## src/design/rls_pkg.sv

```systemverilog
// ----------------------------------------------------------------------------
// rls_pkg: shared types and codes of the ratchet lift sequencer
// Action codes, mode codes, register indexes, configuration and result records.
// ----------------------------------------------------------------------------
`default_nettype none

package rls_pkg;

    localparam int RLS_POSITION_BITS = 32;
    localparam int RLS_TIMER_BITS    = 16;
    localparam int CFG_INDEX_BITS    = 3;
    localparam int CFG_DATA_BITS     = 32;

    typedef enum logic [1:0] {
        ACT_NONE,
        ACT_KEEP_UP,
        ACT_CHECKING,
        ACT_DISENGAGING
    } rls_action_t;

    localparam logic [1:0] MODE_STOP = 2'd0;
    localparam logic [1:0] MODE_DOWN = 2'd1;
    localparam logic [1:0] MODE_UP   = 2'd2;

    localparam logic [CFG_INDEX_BITS-1:0] CFG_DOWN_SPEED         = 3'd0;
    localparam logic [CFG_INDEX_BITS-1:0] CFG_UP_SPEED           = 3'd1;
    localparam logic [CFG_INDEX_BITS-1:0] CFG_BACKTRACK_SPEED    = 3'd2;
    localparam logic [CFG_INDEX_BITS-1:0] CFG_TOP_LIMIT          = 3'd3;
    localparam logic [CFG_INDEX_BITS-1:0] CFG_BACKTRACK_DISTANCE = 3'd4;
    localparam logic [CFG_INDEX_BITS-1:0] CFG_CHECK_TIMEOUT      = 3'd5;

    typedef struct packed {
        logic signed [15:0] down_speed;
        logic signed [15:0] up_speed;
        logic signed [15:0] backtrack_speed;
        logic signed [31:0] top_limit;
        logic        [30:0] backtrack_distance;
        logic        [15:0] check_timeout;
    } rls_cfg_t;

    typedef struct packed {
        logic signed [15:0] motor_drive;
        logic               solenoid_on;
        rls_action_t        action;
    } rls_result_t;

endpackage

`default_nettype wire

```

## src/design/rls_step.sv

```systemverilog
// ----------------------------------------------------------------------------
// rls_step: one control period of the lock sequencer
// Motor speed, solenoid bit and next lock state from one request and state.
// ----------------------------------------------------------------------------
`default_nettype none

module rls_step
    import rls_pkg::*;
#(
    parameter int POSITION_BITS = RLS_POSITION_BITS,
    parameter int TIMER_BITS    = RLS_TIMER_BITS
) (
    input  wire logic        [1:0]               mode,
    input  wire logic                            hung,
    input  wire logic                            lock_up,
    input  wire logic signed [POSITION_BITS-1:0] position,
    input  wire rls_cfg_t                        cfg,
    input  wire rls_action_t                     action_cur,
    input  wire logic        [TIMER_BITS-1:0]    ticks_cur,
    input  wire logic signed [POSITION_BITS-1:0] origin_cur,
    output rls_result_t                          result,
    output logic             [TIMER_BITS-1:0]    ticks_next,
    output logic signed      [POSITION_BITS-1:0] origin_next
);

    localparam int LIM_W  = (POSITION_BITS > 32) ? POSITION_BITS : 32;
    localparam int DIST_W = (POSITION_BITS + 1 > 31) ? POSITION_BITS + 1 : 31;
    localparam int TICK_W = (TIMER_BITS > 16) ? TIMER_BITS : 16;

    logic signed [LIM_W-1:0]       pos_lim;
    logic signed [LIM_W-1:0]       top_lim;
    logic                          below_top;
    logic signed [POSITION_BITS:0] diff;
    logic        [POSITION_BITS:0] travel;
    logic                          dist_reached;
    logic        [TICK_W-1:0]      ticks_cmp;
    logic        [TICK_W-1:0]      timeout_cmp;
    rls_action_t                   act;
    logic        [TIMER_BITS-1:0]  ticks;
    logic signed [15:0]            speed;
    logic                          sol;

    assign pos_lim   = LIM_W'(position);
    assign top_lim   = LIM_W'(cfg.top_limit);
    assign below_top = pos_lim < top_lim;

    // distance from backtrack start, exact in one extra bit
    assign diff = (POSITION_BITS + 1)'(position) - (POSITION_BITS + 1)'(origin_cur);
    assign travel = diff[POSITION_BITS] ? $unsigned(-diff) : $unsigned(diff);
    assign dist_reached = DIST_W'(travel) >= DIST_W'(cfg.backtrack_distance);

    assign timeout_cmp = TICK_W'(cfg.check_timeout);

    always_comb begin
        act         = action_cur;
        ticks       = ticks_cur;
        origin_next = origin_cur;
        speed       = '0;
        sol         = 1'b0;
        ticks_cmp   = TICK_W'(ticks_cur);
        case (mode)
            MODE_DOWN: begin
                speed = hung ? 16'sd0 : cfg.down_speed;
                act   = ACT_NONE;
            end
            MODE_UP: begin
                if (below_top && lock_up) begin
                    speed = cfg.up_speed;
                end
                sol = 1'b1;
                // start a check when the lock reads down
                if (!lock_up && act != ACT_CHECKING && act != ACT_DISENGAGING) begin
                    act   = ACT_CHECKING;
                    ticks = '0;
                end
                if (act == ACT_DISENGAGING) begin
                    sol   = 1'b0;
                    speed = cfg.backtrack_speed;
                    if (dist_reached) begin
                        act   = ACT_CHECKING;
                        ticks = '0;
                    end
                end
                ticks_cmp = TICK_W'(ticks);
                if (act == ACT_CHECKING) begin
                    sol   = 1'b1;
                    speed = '0;
                    if (lock_up) begin
                        act = ACT_KEEP_UP;
                    end else if (ticks_cmp > timeout_cmp) begin
                        act         = ACT_DISENGAGING;
                        origin_next = position;
                    end else if (ticks != '1) begin
                        ticks = ticks + TIMER_BITS'(1);
                    end
                end
            end
            MODE_STOP: begin
                act = ACT_NONE;
            end
            default: begin
                act = ACT_NONE;
            end
        endcase
        ticks_next         = ticks;
        result.motor_drive = speed;
        result.solenoid_on = sol;
        result.action      = act;
    end

endmodule

`default_nettype wire

```

## src/design/ratchet_lift_sequencer.sv

```systemverilog
// ----------------------------------------------------------------------------
// ratchet_lift_sequencer: lift motor and ratchet lock sequencer
// Pipeline: a request is accepted into the input register, then its result
//   goes into the result register; throughput one request per cycle while the
//   result side is not stalled, set by the single pass of compare and subtract
//   logic between the two registers.
// Reset: aresetn low clears both valid flags, the lock action (none), the
//   check timer, the backtrack origin and all configuration registers.
// ----------------------------------------------------------------------------
`default_nettype none

module ratchet_lift_sequencer
    import rls_pkg::*;
#(
    parameter int POSITION_BITS = RLS_POSITION_BITS,
    parameter int TIMER_BITS    = RLS_TIMER_BITS
) (
    input  wire logic                            aclk,
    input  wire logic                            aresetn,
    // configuration write channel
    input  wire logic                            cfg_valid,
    output logic                                 cfg_ready,
    input  wire logic        [CFG_INDEX_BITS-1:0] cfg_index,
    input  wire logic        [CFG_DATA_BITS-1:0]  cfg_data,
    // request channel
    input  wire logic                            s_valid,
    output logic                                 s_ready,
    input  wire logic        [1:0]               s_mode,
    input  wire logic                            s_hung,
    input  wire logic                            s_lock_up,
    input  wire logic signed [POSITION_BITS-1:0] s_position,
    // result channel
    output logic                                 m_valid,
    input  wire logic                            m_ready,
    output logic signed      [15:0]              m_motor_drive,
    output logic                                 m_solenoid_on,
    output logic             [1:0]               m_action
);

    // configuration
    rls_cfg_t                      cfg_reg;
    rls_cfg_t                      cfg_next;

    // input register stage
    logic                          in_valid_reg;
    logic        [1:0]             mode_reg;
    logic                          hung_reg;
    logic                          lock_up_reg;
    logic signed [POSITION_BITS-1:0] position_reg;

    // lock sequencer state
    rls_action_t                   action_reg;
    logic        [TIMER_BITS-1:0]  ticks_reg;
    logic signed [POSITION_BITS-1:0] origin_reg;

    // result register stage
    logic                          m_valid_reg;
    rls_result_t                   result_reg;

    rls_result_t                   result_next;
    logic        [TIMER_BITS-1:0]  ticks_next;
    logic signed [POSITION_BITS-1:0] origin_next;

    logic                          s_take;
    logic                          out_free;
    logic                          advance;

    // Advance the input stage whenever the result register is empty or being
    // drained this cycle; the input register refills in the same cycle.
    assign out_free = !m_valid_reg || m_ready;
    assign advance  = in_valid_reg && out_free;
    assign s_ready  = !in_valid_reg || advance;
    assign s_take   = s_valid && s_ready;

    // The user must write registers only while idle; the block itself does not enforce this, so always take the write.
    assign cfg_ready = 1'b1;

    always_comb begin
        cfg_next = cfg_reg;
        if (cfg_valid) begin
            case (cfg_index)
                CFG_DOWN_SPEED:         cfg_next.down_speed         = cfg_data[15:0];
                CFG_UP_SPEED:           cfg_next.up_speed           = cfg_data[15:0];
                CFG_BACKTRACK_SPEED:    cfg_next.backtrack_speed    = cfg_data[15:0];
                CFG_TOP_LIMIT:          cfg_next.top_limit          = cfg_data[31:0];
                CFG_BACKTRACK_DISTANCE: cfg_next.backtrack_distance = cfg_data[30:0];
                CFG_CHECK_TIMEOUT:      cfg_next.check_timeout      = cfg_data[15:0];
                default:                cfg_next = cfg_reg;  // drop writes past the map
            endcase
        end
    end

    // One control period worth of decisions from the held request and state.
    rls_step #(
        .POSITION_BITS (POSITION_BITS),
        .TIMER_BITS    (TIMER_BITS)
    ) u_step (
        .mode        (mode_reg),
        .hung        (hung_reg),
        .lock_up     (lock_up_reg),
        .position    (position_reg),
        .cfg         (cfg_reg),
        .action_cur  (action_reg),
        .ticks_cur   (ticks_reg),
        .origin_cur  (origin_reg),
        .result      (result_next),
        .ticks_next  (ticks_next),
        .origin_next (origin_next)
    );

    // Control state, configuration and sequencer state.
    always_ff @(posedge aclk) begin
        if (!aresetn) begin
            in_valid_reg <= 1'b0;
            m_valid_reg  <= 1'b0;
            cfg_reg      <= '0;
            action_reg   <= ACT_NONE;
            ticks_reg    <= '0;
            origin_reg   <= '0;
        end else begin
            cfg_reg <= cfg_next;
            if (s_ready) begin
                in_valid_reg <= s_valid;
            end
            if (out_free) begin
                m_valid_reg <= in_valid_reg;
            end
            // commit the state only when the request moves into the result stage
            if (advance) begin
                action_reg <= result_next.action;
                ticks_reg  <= ticks_next;
                origin_reg <= origin_next;
            end
        end
    end

    // Payload registers: hold until the stage advances.
    always_ff @(posedge aclk) begin
        if (s_take) begin
            mode_reg     <= s_mode;
            hung_reg     <= s_hung;
            lock_up_reg  <= s_lock_up;
            position_reg <= s_position;
        end
        if (advance) begin
            result_reg <= result_next;
        end
    end

    assign m_valid       = m_valid_reg;
    assign m_motor_drive = result_reg.motor_drive;
    assign m_solenoid_on = result_reg.solenoid_on;
    assign m_action      = result_reg.action;

endmodule

`default_nettype wire

```

## config.mk

```make
export PLATFORM = sky130hd
export DESIGN_NAME = ratchet_lift_sequencer
export DESIGN_NICKNAME = d
export VERILOG_FILES = /design/src/design/rls_pkg.sv /design/src/design/rls_step.sv /design/src/design/ratchet_lift_sequencer.sv
export SDC_FILE = /design/constraint.sdc
export NUM_CORES = 1
export LEC_CHECK = 0
export ABC_CLOCK_PERIOD_IN_PS = 20900
export BUFFER_PORTS_ARGS = -buffer_cell sky130_fd_sc_hd__buf_2
export CORE_MARGIN = 2
export CORE_UTILIZATION = 45
export CTS_BUF_LIST = sky130_fd_sc_hd__clkbuf_16
export DETAILED_ROUTE_END_ITERATION = 7
export PLACE_DENSITY = 0.63
export SLEW_MARGIN = 20
export SYNTH_ARGS = -nofsm -noshare
export SYNTH_HDL_FRONTEND = slang
export SYNTH_SLANG_ARGS = --single-unit
```

## constraint.sdc

```tcl
create_clock -name aclk -period 20.9 [get_ports aclk]
set_clock_uncertainty 0.1 [all_clocks]
set_input_delay 3.135 -clock aclk [delete_from_list [all_inputs] [get_ports aclk]]
set_output_delay 3.135 -clock aclk [all_outputs]
set_load 0.1 [all_outputs]
```

* After elaboration in Yosys (flattened, before gate mapping) *
Index checks and enable logic that the tools add are counted.

cells by class
  reduce and logical (&&, ||, !) cells = 19
  magnitude comparators = 3
  add/subtract/negate cells = 3
  equality and inequality tests = 12
  mux-type cells = 25
  bitwise gates (word level) = 1

operators by type and width
  cell                                                             count
  16-bit 2-to-1 mux                                                12
  33-bit by 31-bit greater-or-equal comparator with 1-bit output   1
  33-bit 2-to-1 mux                                                1
  33-bit negation                                                  1
  32-bit by 32-bit subtractor with 33-bit output                   1
  32-bit < comparator                                              1
  16-bit case mux with 2 select lines                              1
  2-bit 2-to-1 mux                                                 9
  16-bit by 1-bit adder with 16-bit output, second input constant  1
  16-bit > comparator                                              1
  16-bit inequality test, second input constant                    1
  2-bit AND reduction                                              7
  2-bit == test, second input constant                             3
  3-bit by 2-bit == test with 1-bit output, second input constant  2
  3-bit == test, second input constant                             2
  1-bit logical AND                                                5
  5-bit AND reduction                                              1
  2-bit inequality test, second input constant                     2
  3-bit by 1-bit == test with 1-bit output, second input constant  1
  1-bit zero test                                                  3
  3-bit zero test                                                  1
  2-bit by 1-bit == test with 1-bit output, second input constant  1
  1-bit logical OR                                                 2
  1-bit 2-to-1 mux                                                 2
  1-bit NOT                                                        1

storage, ports and cells
  bits of input ports = 76
  output and inout port bits = 22
  word-level logic and storage cells = 81
  register bits after elaboration = 234

* Longest topological paths before layout *
  depth in word-level cells = 13
  depth in mapped cells = 42
  mapped depth without buffers = 39

* Hierarchy *
From an unflattened synthesis, not the netlist that was laid out.

unflattened totals
  cell total of the unflattened synthesis = 1729
  area total of the unflattened synthesis = 14739.1 sq um

by module, submodules not included
  module                  sequential area each (sq um)  cells an instance  instances  area an instance (sq um)
  ratchet_lift_sequencer  5235.0                        746                1          8020.2
  rls_step                0.0                           983                1          6718.9

* Worst setup path before layout *
Ideal clock, no wire load.

  kind = register to register
  from = register position_reg[12]
  to = register ticks_reg[6]
  data arrival time = 7.962 ns
  setup slack = 12.775 ns
  cell stages (with the launch flop) = 38
  path buffers = 2
  setup time = 0.062 ns
  cells stage by stage = edfxtp_1 -> ha_1 -> buf_6 -> a21o_1 -> a311o_1 -> a2111oi_0 -> nand3b_1 -> a311oi_1 -> nor4_2 -> or2b_1 -> nor2_1 -> nor4b_1 -> a21oi_1 -> xnor2_1 -> ha_1 -> nand4_1 -> or3_1 -> o31ai_1 -> [2 not listed] -> and4_1 -> nand4_2 -> a31oi_2 -> buf_4 -> and2_1 -> ha_1 -> nor2b_1 -> o21a_1 -> o21a_1 -> o21a_1 -> o21a_1 -> o21a_1 -> o21ai_0 -> a21o_1 -> nor4b_1 -> nand4_1 -> or4_1 -> nand3_1

between the ends
  word-level cells in the longest chain between the ends = 12

RTL lines
  item                                                                                line                            RTL
  from (decl)                                                                         ratchet_lift_sequencer.sv:49    logic signed [POSITION_BITS-1:0] position_reg;
  from (signal assigned)                                                              ratchet_lift_sequencer.sv:143   position_reg <= s_position;
  32-bit by 32-bit subtractor with 33-bit output *                                    rls_step.sv:48                  assign diff = (POSITION_BITS + 1)'(position) - (POSITION_BITS + 1)'(origin_cur);
  33-bit negation                                                                     rls_step.sv:49                  assign travel = diff[POSITION_BITS] ? $unsigned(-diff) : $unsigned(diff);
  33-bit 2-to-1 mux *                                                                 rls_step.sv:49
  33-bit by 31-bit greater-or-equal comparator with 1-bit output *                    rls_step.sv:50                  assign dist_reached = DIST_W'(travel) >= DIST_W'(cfg.backtrack_distance);
  16-bit 2-to-1 mux                                                                   rls_step.sv:79                  if (dist_reached) begin
  16-bit 2-to-1 mux                                                                   rls_step.sv:76                  if (act == ACT_DISENGAGING) begin
  16-bit 2-to-1 mux                                                                   rls_step.sv:61                  case (mode)
  16-bit by 1-bit adder with 16-bit output or 16-bit inequality test (tied branches)  rls_step.sv:94, rls_step.sv:93
  16-bit 2-to-1 mux                                                                   rls_step.sv:93                  end else if (ticks != '1) begin
  16-bit 2-to-1 mux                                                                   rls_step.sv:90                  end else if (ticks_cmp > timeout_cmp) begin
  16-bit 2-to-1 mux                                                                   rls_step.sv:88                  if (lock_up) begin
  16-bit 2-to-1 mux *                                                                 rls_step.sv:85                  if (act == ACT_CHECKING) begin
  to (signal assigned)                                                                ratchet_lift_sequencer.sv:131   ticks_reg <= ticks_next;
  to (decl)                                                                           ratchet_lift_sequencer.sv:53    logic [TIMER_BITS-1:0] ticks_reg;

Every way passes the cells marked *; elsewhere a longest branch is shown, timed or not. The select of a mux whose other input is x is not followed.
A chain may end at the register's enable or synchronous reset.

* Worst setup path after layout *
  from = register position_reg[18]
  to = register ticks_reg[6]

The elaborated chain is that of the path after synthesis.

==> metrics.md <==
| Metric | Value |
|---|---|
| Leading area contributor after synthesis | dfxtp_1 |
| Top_reg_cell synth | dfxtp_1 |
| CP max FO | 32 |
| Final hold vios | 0 |
| Area grow syn2layout | 11.1% |
| DRT Wirelength | 36,500 um |
| CTS tree | built |
| GPL Wtd Cong | 0.908 |
| Initial Utilization | 45.7% |
| # rows | 64 |
| Final layout net count | 1,945 |
| Mapped Nets | 1,894 |
| Yosys warns | 0 |
| Post-cts resize count | 0 |
| Synth Area in Compound Gates | 17.7% |
| RSZ-0062 raised after global routing | no |
| Clk root buf | clkbuf_16 |
| Flop pwr share | 42.9% |
| Internal power | 809 uW |
| Sw Ratio | 28.2% |
| Share of layout cells above drive strength 1 | 9.36% |
| Detailed-route wire length per cell | 16.8 um |
| IO buf count | 96 |
| CORE AREA | 0.0305 mm^2 |
| Post-synthesis register bit count | 234 |
| Power Density | 72.8 mW/mm^2 |
| Crit. End Element | register |
| CP Data Arrival Time | 9.83 ns |
| CTS buffer count | 26 |
| Antenna violations before repair | 0 |
| Worst-path clk slew | 0.06 ns |
| Iteration-0 DRC Markers | 820 |
| Fin Setup TNS | 0 ns |
| Fin. max-slew vios | 0 |
| Die width | 180 um |
| Drt via density | 5.46 |
| Post-synthesis xor/xnor area fraction | 3.39% |
| P_leak | 5.95 nW |
| Fillers | 2,978 |
| Critical path origin | position_reg[18] |
| Max stage delay on crit path | 0.86 ns |
| Final-report setup violation count | 0 |
| Ys async rst share | 0% |
| Drc violations | 0 |
| DP Wirelength | 26,600 um |
| Antenna diodes | 0 |
| Synth unique cells | 82 |
| Syn_area_per_cell | 8.18 um^2 |
| Die H | 180 um |
| Max stage delay cell, worst path | a31oi_2 |
| First-pass GRT wire length | 59,600 um |
| Clock Power Share | 40.1% |
| Later-pin clock latency in the skew report | 0.53 ns |
| GRT Total Usage | 22.2% |
| DP Worst Slack | 11.55 ns |
| Clk sinks | 234 |
| WS Path Type | register to register |
| Total grt overflow | 0 |
| I/O pin total | 98 |
| Final Cycle Share | 45.2% |
| CP startpoint kind | register |
| Net Switching | 317 uW |
| Synth Area in Adders | 10.4% |
| Total power | 1.13 mW |
| Postcts setup bufs | 0 |
| Maximum clock rate | 106 MHz |
| Vias in the first global route | 11,400 |
| Hold Crit Start | cfg_reg[115] |
| Status | complete, no violations |
| Post-synthesis simple-gate area fraction | 22.3% |
| EDFF count, synth | 55 |
| H-tree levels | 1 |
| Peak supply drop | 0.0607 mV |
| Most frequent CP cell | o21a_1 |
| Cells after synthesis | 1,703 |
| Die area | 0.0324 mm^2 |
| Worst-Margin Slew | 1.08 ns |
| Cts-stage hold buffer count | 0 |
| Share of the synthesized area in the top cell type | 25.7% |
| Largest net degree at the start of global routing | 103 |
| Largest cells by area after synthesis | dfxtp_1, edfxtp_1, ha_1, nand2_1, a21oi_1 |
| Seq/Total Area, Yosys | 37.6% |
| Main combinational cell family by area after synthesis | simple AND/OR/NAND/NOR gates |
| Data required time at the worst endpoint | 21.27 ns |
| Logic pwr share | 17.0% |
| Mapped cell area | 0.0139 mm^2 |
| R2r startpoint | position_reg[18] |
| Vias after detailed routing | 11,900 |
| Max reg flops | 127 |
| Maximum buffer depth of the clock tree | 3 |
| Post-route minimum period | 9.46 ns |
| Number of routed nets with antenna violations | 0 |
| DRT Pass-1 Iters | 7 |
| Normalized max-slew margin | 28.0% |
| # Max-Cap Violations | 0 |
| Setup ws final | 11.44 ns |
| Multiplexer area fraction after synthesis | 2.37% |
| Worst Hold Class | register to register |
==> cells by family (layout without fill, tap and decap cells) <==
| logic type | Yosys count | in the layout |
|---|---|---|
| simple gates | 660 | 660 |
| fa+ha+maj | 115 | 115 |
| flops | 234 | 234 |
| buf+inv | 213 | 284 |
| mux | 33 | 33 |
| xor+xnor | 54 | 54 |
| compound gates | 393 | 393 |
| other cells | 1 | 1 |
==> cell usage in the layout, fill, tap and decap left out, drive strengths merged, types with 11 or more instances in the layout <==
cell type / netlist / routed
a221o: 16 / 16
mux2i: 33 / 33
xnor2: 30 / 30
a21oi: 195 / 195
o21ai: 46 / 46
edfxtp: 55 / 55
a21o: 39 / 39
clkbuf: 68 / 28
and3: 13 / 13
nor2: 101 / 101
dfxtp: 179 / 179
nand3: 43 / 43
ha: 114 / 114
nor2b: 19 / 19
or3: 11 / 11
xor2: 24 / 24
and2: 46 / 46
clkinv: 0 / 12
nand2: 322 / 322
nand4: 37 / 37
inv: 129 / 134
a31oi: 17 / 17
nor3: 15 / 15
buf: 16 / 107
==> worst max-delay path: cells and delay by family, from the launching register on <==
kind / cells / cell delay (ns)
XOR/XNOR: 1 / 0.08
flip-flops: 1 / 0.43
buffers and inverters: 1 / 0.24
AND/OR/NAND/NOR: 13 / 3.95
adder cells (fa/ha/maj): 3 / 1.12
AO/OA/AOI/OAI: 18 / 3.46
==> area by class of cell <==
type	count	area (um^2)	area share [%]
multi-input combinational	1256	7850	50.7
sequential	234	5240	33.8
clock buffer	28	701	4.53
timing repair buffer	107	563	3.64
tap	396	495	3.20
inverter	129	487	3.15
clock inverter	20	143	0.922
==> Yosys cell counts, types with 6 or more instances <==
| master | instances |
|---|---|
| a211oi_1 | 6 |
| nand2_1 | 322 |
| inv_1 | 129 |
| and3_1 | 13 |
| nor2b_1 | 19 |
| nand2b_1 | 10 |
| clkbuf_1 | 67 |
| edfxtp_1 | 55 |
| nor3_1 | 15 |
| a31oi_1 | 16 |
| xor2_1 | 24 |
| nand3_1 | 43 |
| a21o_1 | 39 |
| o21ai_0 | 35 |
| nor2_1 | 101 |
| mux2i_1 | 33 |
| or3_1 | 11 |
| nand4_1 | 36 |
| nor4_1 | 8 |
| buf_2 | 6 |
| dfxtp_1 | 179 |
| o21bai_1 | 7 |
| o211ai_1 | 9 |
| and2_1 | 43 |
| ha_1 | 114 |
| xnor2_1 | 30 |
| o21ai_1 | 9 |
| a221o_1 | 16 |
| o21a_1 | 10 |
| and4_1 | 6 |
| a21oi_1 | 193 |
==> metrics by stage <==
step           utilization (%)  instance area (um^2)  hold WS, ns  std cells
3_5_place_dp              48.0                 14600        0.343       2122
5_1_grt                   50.7                 15500        0.367       2170
4_1_cts                   50.7                 15500        0.351       2170
2_1_floorplan                -                 13900        0.332       1703
6_report                  50.7                 15500        0.350       2170
3_3_place_gp              48.0                 14600        0.338       2122
==> power by group through the flow <==
| stage | Combinational, mW | Sequential [mW] | Clock [mW] |
|---|---|---|---|
| after CTS | 0.191 | 0.483 | 0.463 |
| after global routing | 0.214 | 0.484 | 0.481 |
| after floorplan | 0.128 | 0.503 | 0 |
| final | 0.191 | 0.483 | 0.452 |
| after detailed placement | 0.190 | 0.493 | 0 |
| after global placement | 0.187 | 0.493 | 0 |
==> worst paths after layout <==
path	to	slack, ns	cells after the start
max	ticks_reg[6]	11.44	36
min reg2reg	cfg_reg[115]	0.35	2
min	cfg_reg[115]	0.35	2
max reg2reg	ticks_reg[6]	11.44	36
==> metal layers <==
metal  routed length (um)  GRT usage [%]  vias to the layer above
met5                    0              0                        -
met1                17000           29.9                     5536
met2                17000           37.9                      239
met4                  910           6.08                        0
met3                 1480           2.15                       60
li1                     -              -                     6021
Power figures use the tool's default switching activity.
